[src/design/pnmhp_pkg.sv]
`default_nettype none
// ----------------------------------------------------------------------------
// PNM header parser package
// Shared constants, codes, the result record and byte classification helpers.
// ----------------------------------------------------------------------------
package pnmhp_pkg;

  localparam int DIM_BITS = 16;

  localparam int ACC_W = 17;
  localparam int PROD_W = ACC_W + 3;

  localparam logic [ACC_W-1:0] ACC_SAT = 17'd65536;
  localparam logic [ACC_W-1:0] DIM_LIMIT = (DIM_BITS >= 16) ? 17'd65535 :
                                           ACC_W'((64'd1 << DIM_BITS) - 64'd1);
  localparam logic [ACC_W-1:0] TWO_BYTE_MIN = 17'd256;

  localparam logic [7:0] CH_P = 8'h50;
  localparam logic [7:0] CH_6 = 8'h36;
  localparam logic [7:0] CH_3 = 8'h33;
  localparam logic [7:0] CH_5 = 8'h35;
  localparam logic [7:0] CH_2 = 8'h32;
  localparam logic [7:0] CH_0 = 8'h30;
  localparam logic [7:0] CH_9 = 8'h39;
  localparam logic [7:0] CH_HASH = 8'h23;
  localparam logic [7:0] CH_LF = 8'h0a;
  localparam logic [7:0] CH_TAB = 8'h09;
  localparam logic [7:0] CH_CR = 8'h0d;
  localparam logic [7:0] CH_SPACE = 8'h20;

  typedef enum logic [2:0] {
    ST_OK        = 3'd0,
    ST_MAGIC     = 3'd1,
    ST_TRUNC     = 3'd2,
    ST_MALFORMED = 3'd3,
    ST_ZERO      = 3'd4,
    ST_MAXVAL    = 3'd5
  } status_t;

  typedef enum logic [2:0] {
    MAGIC_NONE  = 3'd0,
    MAGIC_P     = 3'd1,
    MAGIC_VALID = 3'd2,
    MAGIC_BAD   = 3'd7
  } magic_t;

  typedef enum logic [1:0] {
    TOK_MAGIC  = 2'd0,
    TOK_WIDTH  = 2'd1,
    TOK_HEIGHT = 2'd2,
    TOK_MAXVAL = 2'd3
  } token_t;

  typedef struct packed {
    status_t     status;
    logic        is_color;
    logic        is_ascii;
    logic [15:0] image_width;
    logic [15:0] image_height;
    logic [15:0] max_value;
    logic        two_byte_samples;
  } result_t;

  function automatic logic is_white(input logic [7:0] b);
    is_white = (b == CH_SPACE) || ((b >= CH_TAB) && (b <= CH_CR));
  endfunction

  function automatic logic is_digit(input logic [7:0] b);
    is_digit = (b >= CH_0) && (b <= CH_9);
  endfunction

endpackage
`default_nettype wire

[src/design/pnm_header_parser.sv]
`default_nettype none
// ----------------------------------------------------------------------------
// PNM header parser
// Parses the magic, width, height and maximum value tokens of a PGM or PPM
// byte stream and delivers one result transaction per header.
// ----------------------------------------------------------------------------
// Output: a result is registered into the main output entry, or into the skid entry while out_stall holds the main one.
// Throughput: one byte per cycle; the parser state is updated by a single
// decimal multiply-add per byte. A two-entry output buffer lets bytes keep
// flowing while one result waits; input stalls only while two results wait.
// Reset: synchronous, active low; the parser is rearmed and the buffer emptied.
module pnm_header_parser (
  input  wire logic        clk,
  input  wire logic        rst_n,
  input  wire logic        in_valid,
  output logic             in_stall,
  input  wire logic [7:0]  in_data_byte,
  input  wire logic        in_stream_end,
  output logic             out_valid,
  input  wire logic        out_stall,
  output logic [2:0]       out_status,
  output logic             out_is_color,
  output logic             out_is_ascii,
  output logic [15:0]      out_image_width,
  output logic [15:0]      out_image_height,
  output logic [15:0]      out_max_value,
  output logic             out_two_byte_samples
);
  import pnmhp_pkg::*;

  token_t             tok_r, tok_nxt;
  logic               comment_r, comment_nxt;
  logic               in_token_r, in_token_nxt;
  magic_t             magic_r, magic_nxt;
  logic               color_r, color_nxt;
  logic               ascii_r, ascii_nxt;
  logic [ACC_W-1:0]   acc_r, acc_nxt;
  logic               malformed_r, malformed_nxt;
  logic [15:0]        width_r, width_nxt;
  logic [15:0]        height_r, height_nxt;

  result_t            main_r, main_nxt;
  logic               main_valid_r, main_valid_nxt;
  result_t            skid_r, skid_nxt;
  logic               skid_valid_r, skid_valid_nxt;

  logic               accept;
  logic               out_fire;
  logic               do_byte;
  logic               do_end;
  logic               do_trunc;
  logic               rearm;
  logic               res_valid;
  result_t            res;
  status_t            hdr_status;
  logic               dim_over;
  logic [PROD_W-1:0]  prod;
  logic [ACC_W-1:0]   acc_step;
  magic_t             magic_step;
  logic               color_step;
  logic               ascii_step;

  assign in_stall = skid_valid_r;
  assign accept   = in_valid && !skid_valid_r;
  assign out_fire = main_valid_r && !out_stall;

  assign prod = {3'b000, acc_r} * PROD_W'(10) + {12'b0, 8'(in_data_byte - CH_0)};
  assign acc_step = (prod > PROD_W'(ACC_SAT)) ? ACC_SAT : prod[ACC_W-1:0];
  assign dim_over = acc_r > DIM_LIMIT;

  always_comb begin
    magic_step = MAGIC_BAD;
    color_step = color_r;
    ascii_step = ascii_r;
    if (magic_r == MAGIC_NONE) begin
      magic_step = (in_data_byte == CH_P) ? MAGIC_P : MAGIC_BAD;
    end else if (magic_r == MAGIC_P) begin
      magic_step = MAGIC_VALID;
      case (in_data_byte)
        CH_6: begin
          color_step = 1'b1;
          ascii_step = 1'b0;
        end
        CH_3: begin
          color_step = 1'b1;
          ascii_step = 1'b1;
        end
        CH_5: begin
          color_step = 1'b0;
          ascii_step = 1'b0;
        end
        CH_2: begin
          color_step = 1'b0;
          ascii_step = 1'b1;
        end
        default: magic_step = MAGIC_BAD;
      endcase
    end
  end

  always_comb begin
    if (magic_r != MAGIC_VALID) begin
      hdr_status = ST_MAGIC;
    end else if (malformed_r) begin
      hdr_status = ST_MALFORMED;
    end else if (width_r == 16'd0 || height_r == 16'd0) begin
      hdr_status = ST_ZERO;
    end else if (acc_r == '0 || acc_r >= ACC_SAT) begin
      hdr_status = ST_MAXVAL;
    end else begin
      hdr_status = ST_OK;
    end
  end

  always_comb begin
    tok_nxt       = tok_r;
    comment_nxt   = comment_r;
    in_token_nxt  = in_token_r;
    magic_nxt     = magic_r;
    color_nxt     = color_r;
    ascii_nxt     = ascii_r;
    acc_nxt       = acc_r;
    malformed_nxt = malformed_r;
    width_nxt     = width_r;
    height_nxt    = height_r;
    do_byte       = 1'b0;
    do_end        = 1'b0;
    do_trunc      = 1'b0;
    rearm         = 1'b0;
    res_valid     = 1'b0;
    res           = '0;

    if (accept) begin
      if (in_stream_end) begin
        if (in_token_r && tok_r == TOK_MAXVAL) begin
          do_end = 1'b1;
        end else begin
          do_trunc = 1'b1;
        end
      end else if (comment_r) begin
        if (in_data_byte == CH_LF) begin
          comment_nxt = 1'b0;
        end
      end else if (in_token_r) begin
        if (is_white(in_data_byte)) begin
          do_end = 1'b1;
        end else begin
          do_byte = 1'b1;
        end
      end else if (!is_white(in_data_byte)) begin
        if (in_data_byte == CH_HASH) begin
          comment_nxt = 1'b1;
        end else begin
          in_token_nxt = 1'b1;
          do_byte = 1'b1;
        end
      end
    end

    if (do_byte) begin
      if (tok_r == TOK_MAGIC) begin
        magic_nxt = magic_step;
        color_nxt = color_step;
        ascii_nxt = ascii_step;
      end else if (is_digit(in_data_byte)) begin
        acc_nxt = acc_step;
      end else begin
        malformed_nxt = 1'b1;
      end
    end

    if (do_end) begin
      in_token_nxt = 1'b0;
      acc_nxt = '0;
      case (tok_r)
        TOK_MAGIC: begin
          if (magic_r != MAGIC_VALID) begin
            magic_nxt = MAGIC_BAD;
          end
          tok_nxt = TOK_WIDTH;
        end
        TOK_WIDTH: begin
          width_nxt = dim_over ? 16'd0 : acc_r[15:0];
          if (dim_over) begin
            malformed_nxt = 1'b1;
          end
          tok_nxt = TOK_HEIGHT;
        end
        TOK_HEIGHT: begin
          height_nxt = dim_over ? 16'd0 : acc_r[15:0];
          if (dim_over) begin
            malformed_nxt = 1'b1;
          end
          tok_nxt = TOK_MAXVAL;
        end
        default: begin
          res_valid = 1'b1;
          res.status = hdr_status;
          if (hdr_status == ST_OK) begin
            res.is_color = color_r;
            res.is_ascii = ascii_r;
            res.image_width = width_r;
            res.image_height = height_r;
            res.max_value = acc_r[15:0];
            res.two_byte_samples = acc_r >= TWO_BYTE_MIN;
          end
          rearm = 1'b1;
        end
      endcase
    end

    if (do_trunc) begin
      res_valid = 1'b1;
      res.status = ST_TRUNC;
      rearm = 1'b1;
    end

    if (rearm) begin
      tok_nxt       = TOK_MAGIC;
      comment_nxt   = 1'b0;
      in_token_nxt  = 1'b0;
      magic_nxt     = MAGIC_NONE;
      color_nxt     = 1'b0;
      ascii_nxt     = 1'b0;
      acc_nxt       = '0;
      malformed_nxt = 1'b0;
      width_nxt     = 16'd0;
      height_nxt    = 16'd0;
    end
  end

  // A new result can only arrive while the skid entry is empty.
  always_comb begin
    main_nxt       = main_r;
    main_valid_nxt = main_valid_r;
    skid_nxt       = skid_r;
    skid_valid_nxt = skid_valid_r;
    if (!main_valid_r || out_fire) begin
      if (skid_valid_r) begin
        main_nxt       = skid_r;
        main_valid_nxt = 1'b1;
        skid_valid_nxt = 1'b0;
      end else begin
        main_nxt       = res;
        main_valid_nxt = res_valid;
      end
    end else if (res_valid) begin
      skid_nxt       = res;
      skid_valid_nxt = 1'b1;
    end
  end

  always_ff @(posedge clk) begin
    if (!rst_n) begin
      tok_r        <= TOK_MAGIC;
      comment_r    <= 1'b0;
      in_token_r   <= 1'b0;
      magic_r      <= MAGIC_NONE;
      color_r      <= 1'b0;
      ascii_r      <= 1'b0;
      acc_r        <= '0;
      malformed_r  <= 1'b0;
      width_r      <= 16'd0;
      height_r     <= 16'd0;
      main_valid_r <= 1'b0;
      skid_valid_r <= 1'b0;
    end else begin
      tok_r        <= tok_nxt;
      comment_r    <= comment_nxt;
      in_token_r   <= in_token_nxt;
      magic_r      <= magic_nxt;
      color_r      <= color_nxt;
      ascii_r      <= ascii_nxt;
      acc_r        <= acc_nxt;
      malformed_r  <= malformed_nxt;
      width_r      <= width_nxt;
      height_r     <= height_nxt;
      main_valid_r <= main_valid_nxt;
      skid_valid_r <= skid_valid_nxt;
    end
  end

  always_ff @(posedge clk) begin
    main_r <= main_nxt;
    skid_r <= skid_nxt;
  end

  assign out_valid            = main_valid_r;
  assign out_status           = main_r.status;
  assign out_is_color         = main_r.is_color;
  assign out_is_ascii         = main_r.is_ascii;
  assign out_image_width      = main_r.image_width;
  assign out_image_height     = main_r.image_height;
  assign out_max_value        = main_r.max_value;
  assign out_two_byte_samples = main_r.two_byte_samples;

endmodule
`default_nettype wire
[config.mk]
export PLATFORM = sky130hd
export DESIGN_NAME = pnm_header_parser
export DESIGN_NICKNAME = d
export VERILOG_FILES = /design/src/design/pnmhp_pkg.sv /design/src/design/pnm_header_parser.sv
export SDC_FILE = /design/constraint.sdc
export NUM_CORES = 1
export LEC_CHECK = 0
export ABC_CLOCK_PERIOD_IN_PS = 5700
export BUFFER_PORTS_ARGS = -buffer_cell sky130_fd_sc_hd__buf_2
export CORE_MARGIN = 2
export CORE_UTILIZATION = 49
export DETAILED_ROUTE_END_ITERATION = 6
export GPL_ROUTABILITY_DRIVEN = 0
export PLACE_DENSITY = 0.71
export SLEW_MARGIN = 15
export SYNTH_ARGS = -nofsm -noshare
export SYNTH_HDL_FRONTEND = slang
export SYNTH_SLANG_ARGS = --single-unit
[constraint.sdc]
create_clock -name clk -period 5.7 [get_ports clk]
set_clock_uncertainty 0.05 [all_clocks]
set_input_delay 0.855 -clock clk [delete_from_list [all_inputs] [get_ports clk]]
set_output_delay 0.855 -clock clk [all_outputs]
set_load 0.02 [all_outputs]
==> impl_metrics.prom, run 1 <==
# TYPE chip_impl_metric gauge
chip_impl_metric{name="drive_gt1_share",unit="%"} 15.67
chip_impl_info{name="cp_common_cell",value="ha_1"} 1
chip_impl_metric{name="clkSinkCount",unit=""} 169
chip_impl_metric{name="finish.net_count",unit=""} 865
chip_impl_metric{name="timing.final.crit_period",unit="ns"} 4.435
chip_impl_info{name="min_path_type",value="flip-flop to flip-flop"} 1
chip_impl_metric{name="preCtsSetupSlack",unit="ns"} 1.379
chip_impl_metric{name="fin_tns_setup",unit="ns"} 0
chip_impl_metric{name="antenna_violations_before_repair",unit=""} 0
chip_impl_metric{name="post_cts.repair.setup_buffers",unit=""} 0
chip_impl_info{name="most_frequent_cells_in_the_layout",value="edfxtp_1 (108), buf_2 (68), nor2_1 (65), dfxtp_1 (60), a21o_1 (59)"} 1
chip_impl_metric{name="cts_max_level",unit=""} 4
chip_impl_metric{name="groute.usage.overall",unit="%"} 20.05
chip_impl_metric{name="drt_iter0_drc",unit=""} 454
chip_impl_metric{name="detailed_place.area",unit="um^2"} 8986
chip_impl_info{name="cts_tree",value="built"} 1
chip_impl_metric{name="remaining_drc_errors",unit=""} 0
chip_impl_info{name="ys_top_cells_by_area",value="edfxtp_1 (38%), dfxtp_1 (14%), ha_1 (6.8%), a21o_1 (5.2%), and2_1 (4.1%)"} 1
chip_impl_info{name="run_status",value="finished, final reports clean"} 1
chip_impl_metric{name="core_area",unit="um^2"} 17060
chip_impl_metric{name="worst-slew-pin-transition",unit="ns"} 1.049
chip_impl_info{name="worst_setup_path_end_kind",value="flip-flop"} 1
chip_impl_metric{name="timing.final.ws_setup",unit="ns"} 1.265
chip_impl_info{name="yosysTopAreaCell",value="edfxtp_1"} 1
chip_impl_metric{name="start_util",unit="%"} 49.53
chip_impl_metric{name="maxClockFrequency",unit="GHz"} 0.2255
chip_impl_metric{name="postCtsHoldBufs",unit=""} 0
chip_impl_metric{name="cts_made_buffers",unit=""} 17
chip_impl_metric{name="clk_latency",unit="ns"} 0.42
chip_impl_metric{name="detailedRoute.firstPassIterationCount",unit=""} 5
chip_impl_metric{name="finish.instance_area",unit="um^2"} 9544
chip_impl_metric{name="vias_in_the_first_global_route",unit=""} 5720
chip_impl_metric{name="antenna_violating_nets_left",unit=""} 0
chip_impl_metric{name="hpwl_after_detailed_placement",unit="um"} 12660
chip_impl_metric{name="first_pass_grt_wire_length",unit="um"} 29070
chip_impl_metric{name="post_cts_resize_count",unit=""} 0
chip_impl_metric{name="dr_total_vias",unit=""} 6043
chip_impl_metric{name="asyncSetResetFlopFracSynth",unit="%"} 0
chip_impl_metric{name="layoutNonFillerInstCount",unit=""} 1042
chip_impl_metric{name="area.growth.synth_to_final",unit="%"} 12.97
chip_impl_metric{name="timing.final.crit_share",unit="%"} 77.81
chip_impl_metric{name="ir_worst_vdd",unit="uV"} 153.3
chip_impl_metric{name="port-buffer-count",unit=""} 68
chip_impl_metric{name="synth-warning-count",unit=""} 0
chip_impl_info{name="crit_path_start_kind",value="flip-flop"} 1
chip_impl_metric{name="timing.critical_path.slowest_cell_delay",unit="ns"} 0.49
chip_impl_metric{name="sequential_to_total_area_share_from_yosys_stat",unit="%"} 52.84
chip_impl_metric{name="finalHoldViolations",unit=""} 0
chip_impl_info{name="critPathSlowestCell",value="or2_1"} 1
chip_impl_info{name="final_common_cell",value="edfxtp_1"} 1
chip_impl_metric{name="synth_fp_nets",unit=""} 807
chip_impl_info{name="clk_root_buffer_cell",value="clkbuf_16"} 1
chip_impl_metric{name="rows",unit=""} 48
chip_impl_metric{name="max-slew-margin-rel",unit="%"} 30.07
chip_impl_metric{name="post_synth_num_cell_types",unit=""} 72
chip_impl_info{name="path_cells",value="ha_1 > ha_1 > fa_1 > xor2_1 > ha_1 > o21ai_0 > a21oi_1 > or2_2 > nor4b_2 > nand3_1 > nor4b_1 > o211a_1 > or2_1 > a311oi_2"} 1
chip_impl_metric{name="total_leakage_power",unit="nW"} 4.234
chip_impl_metric{name="pwr_density_cell",unit="nW/um^2"} 260.6
chip_impl_metric{name="die_area",unit="um^2"} 18310
chip_impl_metric{name="grt_start_max_net_pins",unit=""} 58
chip_impl_metric{name="diode_insertion_count_for_antenna_repair",unit=""} 0
chip_impl_metric{name="clock_transition_at_path_regs",unit="ns"} 0.07
chip_impl_metric{name="netlist_instances",unit=""} 746
chip_impl_metric{name="synth_edf_count",unit=""} 108
chip_impl_metric{name="layout.filler_cells",unit=""} 1465
chip_impl_metric{name="yosys_register_bits",unit=""} 169
chip_impl_metric{name="routed_wire_length_per_instance",unit="um"} 17.00
chip_impl_metric{name="critPathArrivalTime",unit="ns"} 4.64
chip_impl_metric{name="placed_cells_incl_taps",unit=""} 1010
chip_impl_metric{name="die_h",unit="um"} 135.3
chip_impl_info{name="path_class",value="flip-flop to flip-flop"} 1
chip_impl_metric{name="io_pins",unit=""} 69
chip_impl_metric{name="syn_area",unit="um^2"} 8448
chip_impl_metric{name="max_cap_viol_count",unit=""} 0
chip_impl_metric{name="aggregate_global_routing_overflow",unit=""} 0
chip_impl_metric{name="critPathRequiredTime",unit="ns"} 5.91
chip_impl_metric{name="synth_top_area_share",unit="%"} 38.39
chip_impl_metric{name="max-clock-path-buffers",unit=""} 2
chip_impl_metric{name="route.detailed.vias_per_inst",unit=""} 5.799
chip_impl_metric{name="timing.hold.ws",unit="ns"} 0.4055
chip_impl_metric{name="postSynthAreaPerCell",unit="um^2"} 11.32
chip_impl_metric{name="slew_violations",unit=""} 0
chip_impl_info{name="unrepaired_setup_endpoints_after_global_routing",value="false"} 1
chip_impl_metric{name="final-setup-viol-count",unit=""} 0
chip_impl_info{name="postSynth.topFlopCell",value="edfxtp_1"} 1
chip_impl_metric{name="critical_path.max_fanout",unit=""} 17
chip_impl_metric{name="die_width",unit="um"} 135.3
chip_impl_metric{name="drt_wl_total",unit="um"} 17710
-- layer usage --
| layer | up-vias | wire length [um] | global-route usage (%) |
|---|---|---|---|
| li1 | 2921 | - | - |
| met1 | 2900 | 7894 | 26.38 |
| met2 | 183 | 8450 | 32.91 |
| met3 | 39 | 896 | 3.704 |
| met4 | 0 | 472 | 8.102 |
| met5 | - | 0 | 0 |
-- Yosys cell counts, types with 6 or more instances --
master,number
xnor2_1,9
clkbuf_1,30
nand2_1,22
nor4_1,15
a21oi_1,55
nor3b_1,34
a31oi_1,6
a211oi_1,6
inv_1,14
o21a_1,7
o21ai_0,13
a32o_1,12
a21o_1,59
nor2_1,65
ha_1,46
and2_1,55
xor2_1,11
dfxtp_1,61
edfxtp_1,108
nor3_1,13
nand3_1,13
-- area by class of cell --
type / instances / area (um^2) / share of cell area [%]
sequential: 169 / 4466 / 46.79
inverter: 14 / 52.55 / 0.5506
clock buffer: 21 / 471.7 / 4.942
tap: 225 / 281.5 / 2.950
clock inverter: 11 / 86.33 / 0.9046
multi-input combinational: 528 / 3801 / 39.83
timing repair buffer: 74 / 385.4 / 4.038
-- where the power goes --
part | switching [mW] | total (mW) | internal (mW)
clock | 0.463 | 1.06 | 0.601
sequential | 0.00737 | 1.32 | 1.31
combinational | 0.0682 | 0.100 | 0.0319
total | 0.539 | 2.49 | 1.95
-- metrics by stage --
step / utilization (%) / power (mW)
6_report: 55.96 / 2.487
5_1_grt: 55.96 / 2.561
4_1_cts: 55.96 / 2.504
3_5_place_dp: 52.68 / 1.449
3_3_place_gp: 52.68 / 1.446
2_1_floorplan: - / 1.414
-- final timing paths --
path / depth (start not counted) / from / slack [ns] / end
min reg2reg: 2 / ascii_r / 0.41 / ascii_r
max: 14 / acc_r[3] / 1.26 / acc_r[16]
max reg2reg: 14 / acc_r[3] / 1.26 / acc_r[16]
min: 2 / ascii_r / 0.41 / ascii_r
-- registers in the layout (all words and copies together) (netlist names), 2 cells and up --
signal and cells:
skid_r 54, acc_r 17, height_r 16, out_image_height 16, out_image_width 16, out_max_value 16
width_r 16, magic_r 3, out_status 3, tok_r 2
-- critical path: cells and delay by family (launching register included) --
kind	cells	cell delay (ns)
adder cells (fa/ha/maj)	4	1.29
AND/OR/NAND/NOR	5	1.58
flip-flops	1	0.44
XOR/XNOR	1	0.19
AO/OA/AOI/OAI	4	0.71
-- kinds of logic after synthesis --
family | count (synthesis) | synth area share (%)
mux | 7 | 0.9034
buf+inv | 49 | 2.399
fa+ha+maj | 48 | 7.287
flops | 169 | 52.84
compound gates | 196 | 16.90
simple gates | 254 | 17.02
xor+xnor | 23 | 2.651
No activity file was read; power rests on OpenSTA's default activity.
==> run 2: changes to the inputs <==
--- a/config.mk
+++ b/config.mk
@@ -5,7 +5,7 @@
 export SDC_FILE = /design/constraint.sdc
 export NUM_CORES = 1
 export LEC_CHECK = 0
-export ABC_CLOCK_PERIOD_IN_PS = 5700
+export ABC_CLOCK_PERIOD_IN_PS = 3900
 export BUFFER_PORTS_ARGS = -buffer_cell sky130_fd_sc_hd__buf_2
 export CORE_MARGIN = 2
 export CORE_UTILIZATION = 49
==> constraint.sdc (replaced) <==
create_clock -name clk -period 3.9 [get_ports clk]
set_clock_uncertainty 0.05 [all_clocks]
set_input_delay 0.585 -clock clk [delete_from_list [all_inputs] [get_ports clk]]
set_output_delay 0.585 -clock clk [all_outputs]
set_load 0.02 [all_outputs]
==> run 2 against run 1 <==
Core utilization up 2.1 points. Highest routed layer unchanged. Clock power up 54%. Global-route usage up 0.71 points. Sequential share of layout area down 1.7 points. Worst hold slack worse by 0.014 ns.
==> impl_metrics.prom, run 2 (same netlist as run 1, synthesis figures left out) <==
# TYPE chip_impl_metric gauge
chip_impl_info{name="run_status",value="finished, final reports clean"} 1
chip_impl_info{name="crit_path_start_kind",value="flip-flop"} 1
chip_impl_metric{name="area.growth.synth_to_final",unit="%"} 17.27
chip_impl_info{name="final_common_cell",value="edfxtp_1"} 1
chip_impl_metric{name="critPathRequiredTime",unit="ns"} 4.21
chip_impl_metric{name="layout.filler_cells",unit=""} 1405
chip_impl_metric{name="drt_iter0_drc",unit=""} 491
chip_impl_metric{name="groute.usage.overall",unit="%"} 20.76
chip_impl_metric{name="finish.net_count",unit=""} 897
chip_impl_metric{name="finish.instance_area",unit="um^2"} 9907
chip_impl_metric{name="critical_path.max_fanout",unit=""} 8
chip_impl_metric{name="vias_in_the_first_global_route",unit=""} 6106
chip_impl_info{name="cp_common_cell",value="ha_4"} 1
chip_impl_info{name="worstSetupStartpoint",value="acc_r[1]"} 1
chip_impl_metric{name="timing.final.crit_share",unit="%"} 96.67
chip_impl_metric{name="share_seq_of_total_power",unit="%"} 52.0
chip_impl_info{name="path_cells",value="ha_4 > ha_4 > fa_2 > xor2_1 > ha_1 > a211o_1 > o22a_1 > o21ai_1 > nor4b_2 > nand2_1 > a2111oi_4 > buf_4 > o211a_1 > or2_4 > clkbuf_16 > a41o_1"} 1
chip_impl_metric{name="largest_register_ff_count",unit=""} 54
chip_impl_metric{name="timing.hold.ws",unit="ns"} 0.3910
chip_impl_info{name="cts_tree",value="built"} 1
chip_impl_metric{name="cell_internal_pwr",unit="mW"} 2.949
chip_impl_metric{name="clock_transition_at_path_regs",unit="ns"} 0.07
chip_impl_info{name="worst_setup_path_end_kind",value="flip-flop"} 1
chip_impl_metric{name="rows",unit=""} 48
chip_impl_metric{name="die_h",unit="um"} 135.3
chip_impl_metric{name="route.detailed.vias_per_inst",unit=""} 5.850
chip_impl_info{name="crit_path_end",value="acc_r[1]"} 1
chip_impl_metric{name="max_cap_viol_count",unit=""} 0
chip_impl_metric{name="final-setup-viol-count",unit=""} 0
chip_impl_info{name="unrepaired_setup_endpoints_after_global_routing",value="true"} 1
chip_impl_metric{name="finalHoldViolations",unit=""} 0
chip_impl_metric{name="dr_total_vias",unit=""} 6283
chip_impl_info{name="critPathSlowestCell",value="fa_2"} 1
chip_impl_metric{name="ir_worst_vdd",unit="uV"} 285.1
chip_impl_metric{name="clkSinkCount",unit=""} 169
chip_impl_metric{name="port-buffer-count",unit=""} 68
chip_impl_info{name="top_register",value="skid_r"} 1
chip_impl_metric{name="worst-slew-pin-transition",unit="ns"} 0.9135
chip_impl_metric{name="core_area",unit="um^2"} 17060
chip_impl_metric{name="fin_tns_setup",unit="ns"} 0
chip_impl_metric{name="detailedRoute.firstPassIterationCount",unit=""} 5
chip_impl_metric{name="first_pass_grt_wire_length",unit="um"} 30240
chip_impl_metric{name="drt_wl_total",unit="um"} 18810
chip_impl_metric{name="die_area",unit="um^2"} 18310
chip_impl_metric{name="aggregate_global_routing_overflow",unit=""} 0
chip_impl_metric{name="cts_max_level",unit=""} 4
chip_impl_metric{name="max-slew-margin-rel",unit="%"} 38.88
chip_impl_metric{name="timing.critical_path.slowest_cell_delay",unit="ns"} 0.41
chip_impl_metric{name="detailed_place.area",unit="um^2"} 9234
chip_impl_metric{name="worst_r2r_path_depth",unit=""} 16
chip_impl_metric{name="diode_insertion_count_for_antenna_repair",unit=""} 0
chip_impl_metric{name="total_leakage_power",unit="nW"} 4.414
chip_impl_metric{name="timing.final.ws_setup",unit="ns"} 0.1298
chip_impl_info{name="most_frequent_cells_in_the_layout",value="edfxtp_1 (108), buf_2 (68), nor2_1 (65), a21o_1 (59), dfxtp_1 (58)"} 1
chip_impl_info{name="biggestRegsByFlops",value="skid_r: 54 flops, acc_r: 17 flops"} 1
chip_impl_metric{name="critPathArrivalTime",unit="ns"} 4.08
chip_impl_metric{name="timing.final.crit_period",unit="ns"} 3.770
chip_impl_metric{name="antenna_violating_nets_left",unit=""} 0
chip_impl_metric{name="preCtsSetupSlack",unit="ns"} -0.01802
chip_impl_metric{name="die_width",unit="um"} 135.3
chip_impl_metric{name="slew_violations",unit=""} 0
chip_impl_info{name="clk_root_buffer_cell",value="clkbuf_16"} 1
chip_impl_metric{name="max-clock-path-buffers",unit=""} 2
chip_impl_metric{name="antenna_violations_before_repair",unit=""} 0
chip_impl_metric{name="hpwl_after_detailed_placement",unit="um"} 13090
chip_impl_metric{name="power_switching",unit="mW"} 0.7679
chip_impl_metric{name="pwr_density_cell",unit="nW/um^2"} 375.2
chip_impl_metric{name="io_pins",unit=""} 69
chip_impl_info{name="path_class",value="flip-flop to flip-flop"} 1
chip_impl_metric{name="power.share.switching",unit="%"} 20.66
chip_impl_metric{name="combinationalPowerShare",unit="%"} 4.1
chip_impl_metric{name="remaining_drc_errors",unit=""} 0
chip_impl_info{name="worstReg2RegStart",value="acc_r[1]"} 1
chip_impl_metric{name="p_clk_share",unit="%"} 43.9
chip_impl_metric{name="postCtsHoldBufs",unit=""} 0
chip_impl_metric{name="start_util",unit="%"} 49.53
chip_impl_metric{name="drive_gt1_share",unit="%"} 19.79
chip_impl_info{name="rr_endpoint",value="acc_r[1]"} 1
chip_impl_metric{name="maxClockFrequency",unit="GHz"} 0.2652
chip_impl_metric{name="routed_wire_length_per_instance",unit="um"} 17.51
chip_impl_metric{name="regToRegSetupSlack",unit="ns"} 0.13
chip_impl_metric{name="cts_made_buffers",unit=""} 17
chip_impl_metric{name="grt_start_max_net_pins",unit=""} 57
chip_impl_info{name="min_path_type",value="primary input to flip-flop"} 1
chip_impl_metric{name="clk_latency",unit="ns"} 0.42
[run 2: how the worst min path moves through the flow]
stage | from | slack, ns | to | depth (start not counted)
finish | rst_n | 0.39 | in_stall | 2
global route | rst_n | 0.39 | out_valid | 2
detailed placement | ascii_r | 0.42 | ascii_r | 2
floorplan | ascii_r | 0.38 | ascii_r | 2
global placement | ascii_r | 0.40 | ascii_r | 2
CTS | rst_n | 0.38 | in_stall | 2
[run 2: power groups by stage]
stage               clock, mW  combinational, mW  sequential [mW]
finish                   1.63              0.153             1.93
global route             1.73              0.165             1.93
CTS                      1.66              0.152             1.93
detailed placement          0              0.150             1.97
global placement            0              0.146             1.97
floorplan                   0             0.0632             2.00
[run 2: metrics by stage]
stage          power (mW)  cells  utilization, %
2_1_floorplan       2.067    746               -
3_3_place_gp        2.115   1038           54.14
3_5_place_dp        2.121   1038           54.14
4_1_cts             3.741   1072           57.64
5_1_grt             3.832   1074           58.08
6_report            3.717   1074           58.08
[run 2: repair_timing]
action | in CTS | in global routing
buffers inserted | 2 | 1
gates cloned | 0 | 1
hold endpoints to repair | 0 | 0
pin swaps | 3 | 8
endpoints found under the setup margin | 14 | 17
resized for setup | 1 | 11
[run 2: critical path: cells and delay by family (launching register included)]
kind | cells | cell delay, ns
fa+ha+maj | 4 | 1.15
compound gates | 6 | 1.08
simple gates | 3 | 0.58
flops | 1 | 0.34
buf+inv | 2 | 0.32
xor+xnor | 1 | 0.17
[run 2: layer usage]
metal | vias up | share of wire, % | GRT usage, %
li1 | 2981 | - | -
met2 | 223 | 48 | 34.12
met5 | - | 0 | 0
met3 | 46 | 5.7 | 4.003
met1 | 3033 | 44 | 27.23
met4 | 0 | 2.6 | 8.218
[run 2: layout make-up]
| type | count | area (um^2) | area share (%) |
|---|---|---|---|
| clock buffers | 22 | 464.2 | 4.686 |
| clock inverters | 10 | 115.1 | 1.162 |
| multi-input cells | 528 | 3845 | 38.81 |
| repair buffers | 106 | 680.7 | 6.870 |
| inverters | 14 | 52.55 | 0.5304 |
| flip-flops and latches | 169 | 4468 | 45.10 |
| well taps | 225 | 281.5 | 2.842 |
==> run 3: changes to the inputs <==
--- a/config.mk
+++ b/config.mk
@@ -11,7 +11,7 @@
 export CORE_UTILIZATION = 49
 export DETAILED_ROUTE_END_ITERATION = 6
 export GPL_ROUTABILITY_DRIVEN = 0
-export PLACE_DENSITY = 0.71
+export PLACE_DENSITY = 0.7
 export SLEW_MARGIN = 15
 export SYNTH_ARGS = -nofsm -noshare
 export SYNTH_HDL_FRONTEND = slang
==> run 3 against run 2 <==
Combinational power barely moved. Fmax barely moved. Largest cell class unchanged. Register-to-register slack barely moved. Clock power rose by 6%. Critical path type unchanged. Die area did not move. Critical endpoint is now acc_r[14]. Setup slack improved by 0.00083 ns.
==> impl_metrics.prom, run 3 (same netlist as run 1, synthesis figures left out) <==
# TYPE chip_impl_metric gauge
chip_impl_info{name="run_status",value="finished, final reports clean"} 1
chip_impl_metric{name="finish.instance_area",unit="um^2"} 9962
chip_impl_metric{name="die_area",unit="um^2"} 18310
chip_impl_metric{name="postCtsHoldBufs",unit=""} 0
chip_impl_info{name="worstReg2RegStart",value="acc_r[2]"} 1
chip_impl_metric{name="final-setup-viol-count",unit=""} 0
chip_impl_info{name="crit_path_start_kind",value="flip-flop"} 1
chip_impl_metric{name="aggregate_global_routing_overflow",unit=""} 0
chip_impl_metric{name="antenna_violating_nets_left",unit=""} 0
chip_impl_metric{name="dr_total_vias",unit=""} 6241
chip_impl_metric{name="first_pass_grt_wire_length",unit="um"} 30400
chip_impl_metric{name="remaining_drc_errors",unit=""} 0
chip_impl_info{name="critPathSlowestCell",value="fa_2"} 1
chip_impl_metric{name="met3_wirelength_from_detailed_routing",unit="um"} 819
chip_impl_metric{name="area.growth.synth_to_final",unit="%"} 17.92
chip_impl_info{name="rr_endpoint",value="acc_r[14]"} 1
chip_impl_info{name="most_frequent_cells_in_the_layout",value="edfxtp_1 (108), buf_2 (68), nor2_1 (65), a21o_1 (59), dfxtp_1 (58)"} 1
chip_impl_metric{name="finish.net_count",unit=""} 897
chip_impl_metric{name="rows",unit=""} 48
chip_impl_info{name="top_layer_used",value="met4"} 1
chip_impl_metric{name="clkSinkCount",unit=""} 169
chip_impl_metric{name="layoutNonFillerInstCount",unit=""} 1074
chip_impl_metric{name="timing.final.crit_period",unit="ns"} 3.769
chip_impl_metric{name="finalHoldViolations",unit=""} 0
chip_impl_info{name="top_register",value="skid_r"} 1
chip_impl_metric{name="cts_max_level",unit=""} 4
chip_impl_metric{name="layout.filler_cells",unit=""} 1417
chip_impl_metric{name="critical_path.max_fanout",unit=""} 8
chip_impl_metric{name="placed_cells_incl_taps",unit=""} 1038
chip_impl_metric{name="start_util",unit="%"} 49.53
chip_impl_metric{name="drt_iter0_drc",unit=""} 614
chip_impl_metric{name="vias_in_the_first_global_route",unit=""} 6076
chip_impl_info{name="path_cells",value="ha_2 > ha_4 > fa_2 > xor2_1 > ha_1 > a211o_1 > o22a_1 > o21ai_2 > nor4b_2 > nand2_1 > a2111oi_4 > buf_4 > o211a_1 > or2_4 > a41o_1"} 1
chip_impl_metric{name="detailedRoute.firstPassIterationCount",unit=""} 6
chip_impl_metric{name="diode_insertion_count_for_antenna_repair",unit=""} 0
chip_impl_metric{name="antenna_violations_before_repair",unit=""} 0
chip_impl_metric{name="drt_wl_total",unit="um"} 18810
chip_impl_info{name="path_class",value="flip-flop to flip-flop"} 1
chip_impl_metric{name="grt_start_max_net_pins",unit=""} 57
chip_impl_info{name="min_path_type",value="primary input to flip-flop"} 1
chip_impl_metric{name="worst_r2r_path_depth",unit=""} 15
chip_impl_metric{name="maxClockFrequency",unit="GHz"} 0.2653
chip_impl_metric{name="core_area",unit="um^2"} 17060
chip_impl_metric{name="preCtsSetupSlack",unit="ns"} -0.09421
chip_impl_metric{name="timing.final.ws_setup",unit="ns"} 0.1306
chip_impl_metric{name="timing.final.crit_share",unit="%"} 96.65
chip_impl_metric{name="io_pins",unit=""} 69
chip_impl_metric{name="die_h",unit="um"} 135.3
chip_impl_metric{name="max_cap_viol_count",unit=""} 0
chip_impl_metric{name="regToRegSetupSlack",unit="ns"} 0.13
chip_impl_info{name="hold_start",value="rst_n"} 1
chip_impl_metric{name="timing.critical_path.slowest_cell_delay",unit="ns"} 0.41
chip_impl_metric{name="critPathArrivalTime",unit="ns"} 4.07
chip_impl_metric{name="groute.usage.overall",unit="%"} 20.79
chip_impl_info{name="worstSetupStartpoint",value="acc_r[2]"} 1
chip_impl_metric{name="pwr_density_cell",unit="nW/um^2"} 381.4
chip_impl_info{name="cts_tree",value="built"} 1
chip_impl_metric{name="routed_wire_length_per_instance",unit="um"} 17.51
chip_impl_metric{name="clock_transition_at_path_regs",unit="ns"} 0.07
chip_impl_metric{name="max-clock-path-buffers",unit=""} 2
chip_impl_metric{name="routedLengthMet1",unit="um"} 8382
chip_impl_metric{name="ir_worst_vdd",unit="uV"} 308.8
chip_impl_metric{name="timing.hold.worst_path_depth",unit=""} 2
chip_impl_metric{name="largest_register_ff_count",unit=""} 54
chip_impl_metric{name="route.detailed.vias_per_inst",unit=""} 5.811
chip_impl_info{name="biggestRegsByFlops",value="skid_r: 54 flops, acc_r: 17 flops"} 1
chip_impl_metric{name="detailed_place.area",unit="um^2"} 9221
chip_impl_metric{name="port-buffer-count",unit=""} 68
chip_impl_metric{name="power",unit="mW"} 3.800
chip_impl_info{name="clk_root_buffer_cell",value="clkbuf_16"} 1
chip_impl_metric{name="cts_made_buffers",unit=""} 17
chip_impl_metric{name="die_width",unit="um"} 135.3
chip_impl_metric{name="max-slew-margin-rel",unit="%"} 37.54
chip_impl_metric{name="met2_length",unit="um"} 9297
chip_impl_metric{name="critPathRequiredTime",unit="ns"} 4.20
chip_impl_metric{name="drive_gt1_share",unit="%"} 20.49
chip_impl_metric{name="worst-slew-pin-transition",unit="ns"} 0.9334
chip_impl_metric{name="slew_violations",unit=""} 0
chip_impl_info{name="worst_setup_path_end_kind",value="flip-flop"} 1
chip_impl_metric{name="clk_latency",unit="ns"} 0.42
chip_impl_metric{name="total_leakage_power",unit="nW"} 4.426
chip_impl_info{name="timing.hold.worst_endpoint",value="in_stall"} 1
chip_impl_metric{name="hpwl_after_detailed_placement",unit="um"} 12990
chip_impl_info{name="final_common_cell",value="edfxtp_1"} 1
[run 3: cell count changes in the layout (fill, tap and decap cells not counted), sizes merged]
cell      delta
clkinvlp     +1
bufinv       +1
or2          +1
clkinv       +1
clkbuf       -5
inv          +1
[run 3: how the worst max path moves through the flow]
stage                     depth (start not counted)         to  slack, ns
after floorplan                                  16  acc_r[10]       0.09
after detailed placement                         14  acc_r[16]      -0.09
after global routing                             15  acc_r[14]      -0.07
final                                            15  acc_r[14]       0.13
after global placement                           14  acc_r[16]       0.03
after CTS                                        13  acc_r[14]       0.06
[run 3: power breakdown]
| part | switching, mW | total [mW] | internal [mW] | leakage [nW] |
|---|---|---|---|---|
| logic | 0.103 | 0.153 | 0.0500 | 2.61 |
| clock network | 0.688 | 1.72 | 1.03 | 0.288 |
| registers | 0.00963 | 1.93 | 1.92 | 1.53 |
[run 3: layout make-up]
| type | count | area (um^2) | area share, % |
|---|---|---|---|
| Clock inverter | 14 | 168.9 | 1.696 |
| Timing Repair Buffer | 105 | 643.1 | 6.456 |
| Inverter | 14 | 52.55 | 0.5275 |
| Tap cell | 225 | 281.5 | 2.826 |
| Multi-Input combinational cell | 529 | 3909 | 39.24 |
| Clock buffer | 18 | 439.2 | 4.408 |
| Sequential cell | 169 | 4468 | 44.85 |
[run 3: repair_timing]
item,in CTS,in global routing
pin swaps,0,11
cloned,0,1
resized for setup,2,18
setup endpoints to repair,17,17
setup buffers,0,3
[run 3: through the flow]
stage / setup TNS (ns) / utilization [%] / hold WS, ns
6_report: 0 / 58.41 / 0.3917
3_5_place_dp: -1.278 / 54.06 / 0.4015
5_1_grt: -0.5795 / 58.41 / 0.3895
4_1_cts: 0 / 57.64 / 0.3830
3_3_place_gp: 0 / 54.06 / 0.3955
2_1_floorplan: 0 / - / 0.3773
[run 3: critical path, delay by kind of cell, from the launching register on]
family | cells | cell delay, ns
XOR/XNOR | 1 | 0.16
AO/OA/AOI/OAI | 6 | 1.15
flip-flops | 1 | 0.37
adder cells (fa/ha/maj) | 4 | 1.13
AND/OR/NAND/NOR | 3 | 0.67
buffers and inverters | 1 | 0.17
[run 3: routing by layer]
layer	GRT usage [%]	up-vias
met2	34.86	194
met1	27.66	3041
met3	3.591	24
met4	6.539	0
met5	0	-
li1	-	2982
